### src/design/ptw_pkg.sv
// Shared constants, types and helper functions for the page table walker.
package ptw_pkg;

  localparam int TABLE_WORDS = 4096;
  localparam int TW_BITS     = $clog2(TABLE_WORDS);

  localparam int IDX_W  = 12;
  localparam int WORD_W = 64;
  localparam int VA_W   = 48;
  localparam int PA_W   = 52;
  localparam int KIND_W = 2;

  localparam logic ACT_WRITE     = 1'b0;
  localparam logic ACT_TRANSLATE = 1'b1;

  localparam logic [1:0] LVL_PML4 = 2'd0;
  localparam logic [1:0] LVL_PDPT = 2'd1;
  localparam logic [1:0] LVL_PD   = 2'd2;
  localparam logic [1:0] LVL_PT   = 2'd3;

  localparam logic [KIND_W-1:0] KIND_4K = 2'd0;
  localparam logic [KIND_W-1:0] KIND_2M = 2'd1;
  localparam logic [KIND_W-1:0] KIND_1G = 2'd2;

  localparam int PRESENT_POS = 0;
  localparam int SIZE_POS    = 7;

  typedef struct packed {
    logic clear;
    logic write;
    logic start;
    logic step;
    logic load_out;
  } ptw_cmd_t;

  typedef struct packed {
    logic       clear_last;
    logic       present;
    logic       page_size;
    logic [1:0] level;
  } ptw_status_t;

  function automatic logic [TW_BITS-1:0] store_index(input logic [IDX_W-1:0] idx);
    logic [WORD_W-1:0] wide;
    wide = WORD_W'(idx);
    return wide[TW_BITS-1:0];
  endfunction

  function automatic logic [TW_BITS-1:0] entry_word(input logic [PA_W-1:0] base,
                                                    input logic [8:0] slot);
    logic [PA_W-4:0] word;
    word = {base[PA_W-1:12], slot};
    return word[TW_BITS-1:0];
  endfunction

endpackage

### src/design/ptw_ctrl.sv
// Walk controller: clearing pass, request acceptance, level sequencing, response beat.
module ptw_ctrl import ptw_pkg::*; (
  input  logic        clk,
  input  logic        rst,
  input  logic        req_valid,
  input  logic        req_action,
  output logic        req_ready,
  output logic        rsp_valid,
  input  logic        rsp_ready,
  input  ptw_status_t status,
  output ptw_cmd_t    cmd
);

  typedef enum logic [3:0] {
    ST_CLEAR  = 4'b0001,
    ST_IDLE   = 4'b0010,
    ST_WALK   = 4'b0100,
    ST_RESULT = 4'b1000
  } state_t;

  state_t state, state_next;
  logic   out_valid;
  logic   accept;
  logic   walk_done;
  logic   slot_free;

  assign req_ready = (state == ST_IDLE);
  assign accept    = req_valid && req_ready;
  assign slot_free = !out_valid || rsp_ready;
  assign rsp_valid = out_valid;

  assign walk_done = !status.present || (status.level == LVL_PT) ||
                     (status.page_size && ((status.level == LVL_PDPT) ||
                                           (status.level == LVL_PD)));

  always_comb begin
    state_next   = state;
    cmd          = '0;
    cmd.clear    = (state == ST_CLEAR);
    cmd.write    = accept && (req_action == ACT_WRITE);
    cmd.start    = accept && (req_action == ACT_TRANSLATE);
    unique case (state)
      ST_CLEAR: begin
        if (status.clear_last) state_next = ST_IDLE;
      end
      ST_IDLE: begin
        if (cmd.start) state_next = ST_WALK;
      end
      ST_WALK: begin
        if (!walk_done) begin
          cmd.step = 1'b1;
        end else if (slot_free) begin
          cmd.load_out = 1'b1;
          state_next   = ST_IDLE;
        end else begin
          state_next = ST_RESULT;
        end
      end
      ST_RESULT: begin
        if (slot_free) begin
          cmd.load_out = 1'b1;
          state_next   = ST_IDLE;
        end
      end
      default: state_next = ST_CLEAR;
    endcase
  end

  always_ff @(posedge clk) begin
    if (rst) begin
      state     <= ST_CLEAR;
      out_valid <= 1'b0;
    end else begin
      state <= state_next;
      if (cmd.load_out) out_valid <= 1'b1;
      else if (rsp_ready) out_valid <= 1'b0;
    end
  end

  a_start_walks: assert property (@(posedge clk) disable iff (rst)
    cmd.start |=> state == ST_WALK)
    else $error("translate beat did not start a walk");

  a_pt_ends_walk: assert property (@(posedge clk) disable iff (rst)
    (state == ST_WALK) && (status.level == LVL_PT) |=> state != ST_WALK)
    else $error("walk continued past the last level");

  a_level_advances: assert property (@(posedge clk) disable iff (rst)
    (state == ST_WALK) && $past(state == ST_WALK) |->
      status.level == 2'($past(status.level) + 2'd1))
    else $error("walk level did not advance");

  a_load_sets_valid: assert property (@(posedge clk) disable iff (rst)
    cmd.load_out |=> out_valid)
    else $error("loaded response not presented");

endmodule

### config.mk
export PLATFORM = sky130hd
export DESIGN_NAME = ptw_ctrl
export DESIGN_NICKNAME = d
export VERILOG_FILES = /design/src/design/ptw_pkg.sv /design/src/design/ptw_ctrl.sv
export SDC_FILE = /design/constraint.sdc
export NUM_CORES = 1
export LEC_CHECK = 0
export BUFFER_PORTS_ARGS = -buffer_cell sky130_fd_sc_hd__buf_4
export CORE_AREA = 5 5 42 44
export CTS_CLUSTER_DIAMETER = 50
export DETAILED_ROUTE_END_ITERATION = 16
export DIE_AREA = 0 0 47 49
export REMOVE_ABC_BUFFERS = 1
export SLEW_MARGIN = 40
export SYNTH_ARGS = -nofsm -noshare
export SYNTH_HDL_FRONTEND = slang
export SYNTH_SLANG_ARGS = --single-unit
### constraint.sdc
create_clock -name clk -period 3.41 [get_ports clk]
set_input_delay 0.682 -clock clk [delete_from_list [all_inputs] [get_ports clk]]
set_output_delay 0.682 -clock clk [all_outputs]
set_load 0.05 [all_outputs]
==> results.md <==
- Fin util: 36.5%
- Fin. Hold Viols: 0
- Clock slew seen by the registers of the worst setup and hold paths: 40 ps
- Setup bufs post-CTS: 0
- Fin nets: 73
- Multi-input gate area: 238 um^2
- Status: finished, final reports clean
- RSZ-0062 raised after global routing: no
- Leakage: 0.000236 uW
- Gr ovfl total: 0
- GP Congestion: 0.707
- CP startpoint: status[0]
- Vias: 373
- Io pins: 17
- Synth Instances: 41
- Initial core utilization: 24.6%
- Worst r2r src: state[1]
- Headroom to the max-slew limit: 64.3%
- Yosys warns: 0
- CP required: 2730 ps
- Reg2reg end: state[1]
- Syn avg cell area: 8.42 um^2
- Final Max Slew Viols: 0
- Dpl hpwl: 704 um
- First-pass DRT Iterations: 2
- Fin crit share: 76.3%
- Worst path slowest cell: ha_1
- TritonCTS Buffers: 3
- Antenna Nets Post-Route: 0
- Tot GR Track Use: 8.10%
- Non-Filler Instances: 77
- Worst setup EP type: output port
- Die height: 49 um
- Buffers on Ports: 16
- Hold-fix buffers, CTS: 0
- Register bit total from synthesis: 5
- Pin count of the biggest net entering global routing: 9
- Synth cell types: 26
- Crit-path cells: buf_4 > ha_1 > and2_1 > o31a_1 > o21ai_0 > nor2b_1 > buf_4
- First-pass GRT wire length: 1.41 mm
- FF-to-FF path depth: 4
- Vias in the first global route: 356
- FF/Latch Area: 100 um^2
- Antenna Diode Count: 0
- # DRC: 0
- Initial antenna violation count: 0
- Worst path depth: 7
- CTS Buffer Depth: 2
- Critical path's largest stage delay: 270 ps
- Critical path type: input pin to output port
- Die Width: 47 um
- Wire length per cell: 11.1 um
- CTS tree: done
- Worst EP arrival: 1920 ps
- # H-tree levels: 1
- Yosys top cell by area: dfxtp_1
- Core Area: 1400 um^2
- Delay-heaviest family, CP: compound AO/OA/AOI/OAI gates
- Yosys top cell area share: 29.0%
- Fin crit period: 2600 ps
- Worst-margin pin slew: 528 ps
- Layout Skew: 2.41 ps
- DRT iter0 DRCs: 5
- Top cell by count, worst path: buf_4
- CP Max Fanout: 2
- Number of gates resized after cts: 0
- Max cap viols: 0
- Synthesized area: 345 um^2
- Startpoint Class: input pin
- Drt total wl: 851 um
- Overall die area: 2300 um^2
- Pwr dens: 344 nW/um^2
- Site Rows: 14
- Worst-Skew Late Latency: 240 ps
- Final setup vio count: 0
- Drt via density: 4.84
- Achievable frequency: 0.384 GHz
- Final setup TNS: 0 ps
- VDD IR max: 138 uV
- FILL cells: 159
- Worst setup path end: cmd[0]
- Worst Path Buf+Inv: 2
- Sequential share of the synthesized area: 29.0%
- Reg2Reg Setup Slack: 1970 ps
- Syn-to-layout area delta: 48.2%
- Share of layout cells above drive strength 1: 37.7%
- Largest cells by area after synthesis: dfxtp_1 29%, nor2b_1 5.4%, o21ai_0 4.3%, or4b_4 4.0%, and3_1 3.6%
- Worst Hold Class: flop to flop
- Clock Sinks: 5
- Placed Cells: 73
- CTS Root Cell: clkbuf_4
==> Yosys cell counts <==
master and instances:
nor2b_1 3, nor4b_1 1, nor4_1 1, o31a_1 1
a211oi_1 1, or4b_4 1, nor4bb_1 1, and2_1 1
nand2_1 2, nand2b_1 2, ha_1 1, o31ai_1 1
dfxtp_1 5, nor2_1 2, o41ai_1 1, nand3b_1 1
a21oi_1 2, nor3_1 2, o21ba_2 1, inv_1 2
and3_1 2, o21ai_0 3, nor4_2 1, a21o_1 1
a21oi_2 1, nor3b_1 1
==> how the worst min path moves through the flow <==
stage	cells past startpoint	end	start	slack [ps]
6_report	2	state[3]	state[3]	590
5_1_grt	2	state[3]	state[3]	640
4_1_cts	2	state[3]	state[3]	580
3_5_place_dp	2	state[3]	state[3]	570
3_3_place_gp	2	state[3]	state[3]	580
2_1_floorplan	2	state[3]	state[3]	520
==> cell type report <==
type,instances,share of cell area [%]
repair buffers,16,23.5
flip-flops and latches,5,19.6
well taps,16,3.91
clock buffers,4,5.13
inverters,2,1.47
multi-input cells,34,46.5
==> state kept, by name (all words and copies together), names as in the netlist <==
| signal | count |
|---|---|
| rsp_valid | 1 |
| state | 4 |
==> per-stage QoR <==
| stage | area [um^2] | total power, uW | hold slack (ps) | worst slack, ps |
|---|---|---|---|---|
| CTS | 512 | 178 | 582 | 799 |
| global placement | 485 | 109 | 577 | 810 |
| finish | 512 | 176 | 588 | 807 |
| global route | 512 | 187 | 640 | 725 |
| floorplan | 345 | 92.2 | 520 | 559 |
| detailed placement | 485 | 110 | 574 | 810 |
==> kinds of logic after synthesis <==
family,after synthesis,share of synthesized area [%]
AND/OR/NAND/NOR,21,40.9
AO/OA/AOI/OAI,12,24.3
flip-flops,5,29.0
buffers and inverters,2,2.17
adder cells (fa/ha/maj),1,3.62
==> cell usage in the layout, fill, tap and decap left out <==
cell / n
nor3_1: 2
nand2b_1: 2
clkbuf_4: 3
nor4b_1: 1
buf_4: 16
dfxtp_1: 5
or4b_4: 1
a21o_1: 1
o21ba_2: 1
nor4bb_1: 1
clkbuf_1: 1
nor2_1: 2
and2_1: 1
a21oi_2: 1
nor3b_1: 1
and3_1: 2
a21oi_1: 2
nor2b_1: 3
inv_1: 2
ha_1: 1
nand2_1: 2
nor4_2: 1
nand3b_1: 1
o41ai_1: 1
a211oi_1: 1
o31a_1: 1
o31ai_1: 1
nor4_1: 1
o21ai_0: 3
==> metal layers <==
metal | up-vias | wire [um] | global-route usage, % | share of wire (%)
met5 | - | 0 | 0 | 0
met4 | 0 | 6 | 4.15 | 0.71
met3 | 2 | 52 | 2.21 | 6.1
met2 | 8 | 400 | 12.0 | 47
met1 | 168 | 392 | 10.4 | 46
li1 | 195 | - | - | -
==> worst min-delay path, stage by stage (launching register included) <==
cell and delay [ps]:
dfxtp_1 360, nand3b_1 110, o41ai_1 60
==> report_power, final <==
part	switching (uW)	internal [uW]	leakage, uW
clock network	23.5	44.2	0.0000150
logic	23.2	19.3	0.000180
registers	4.31	61.4	0.0000408
total	51.0	125	0.000236
Note: power is estimated with default switching activity, not from simulation.
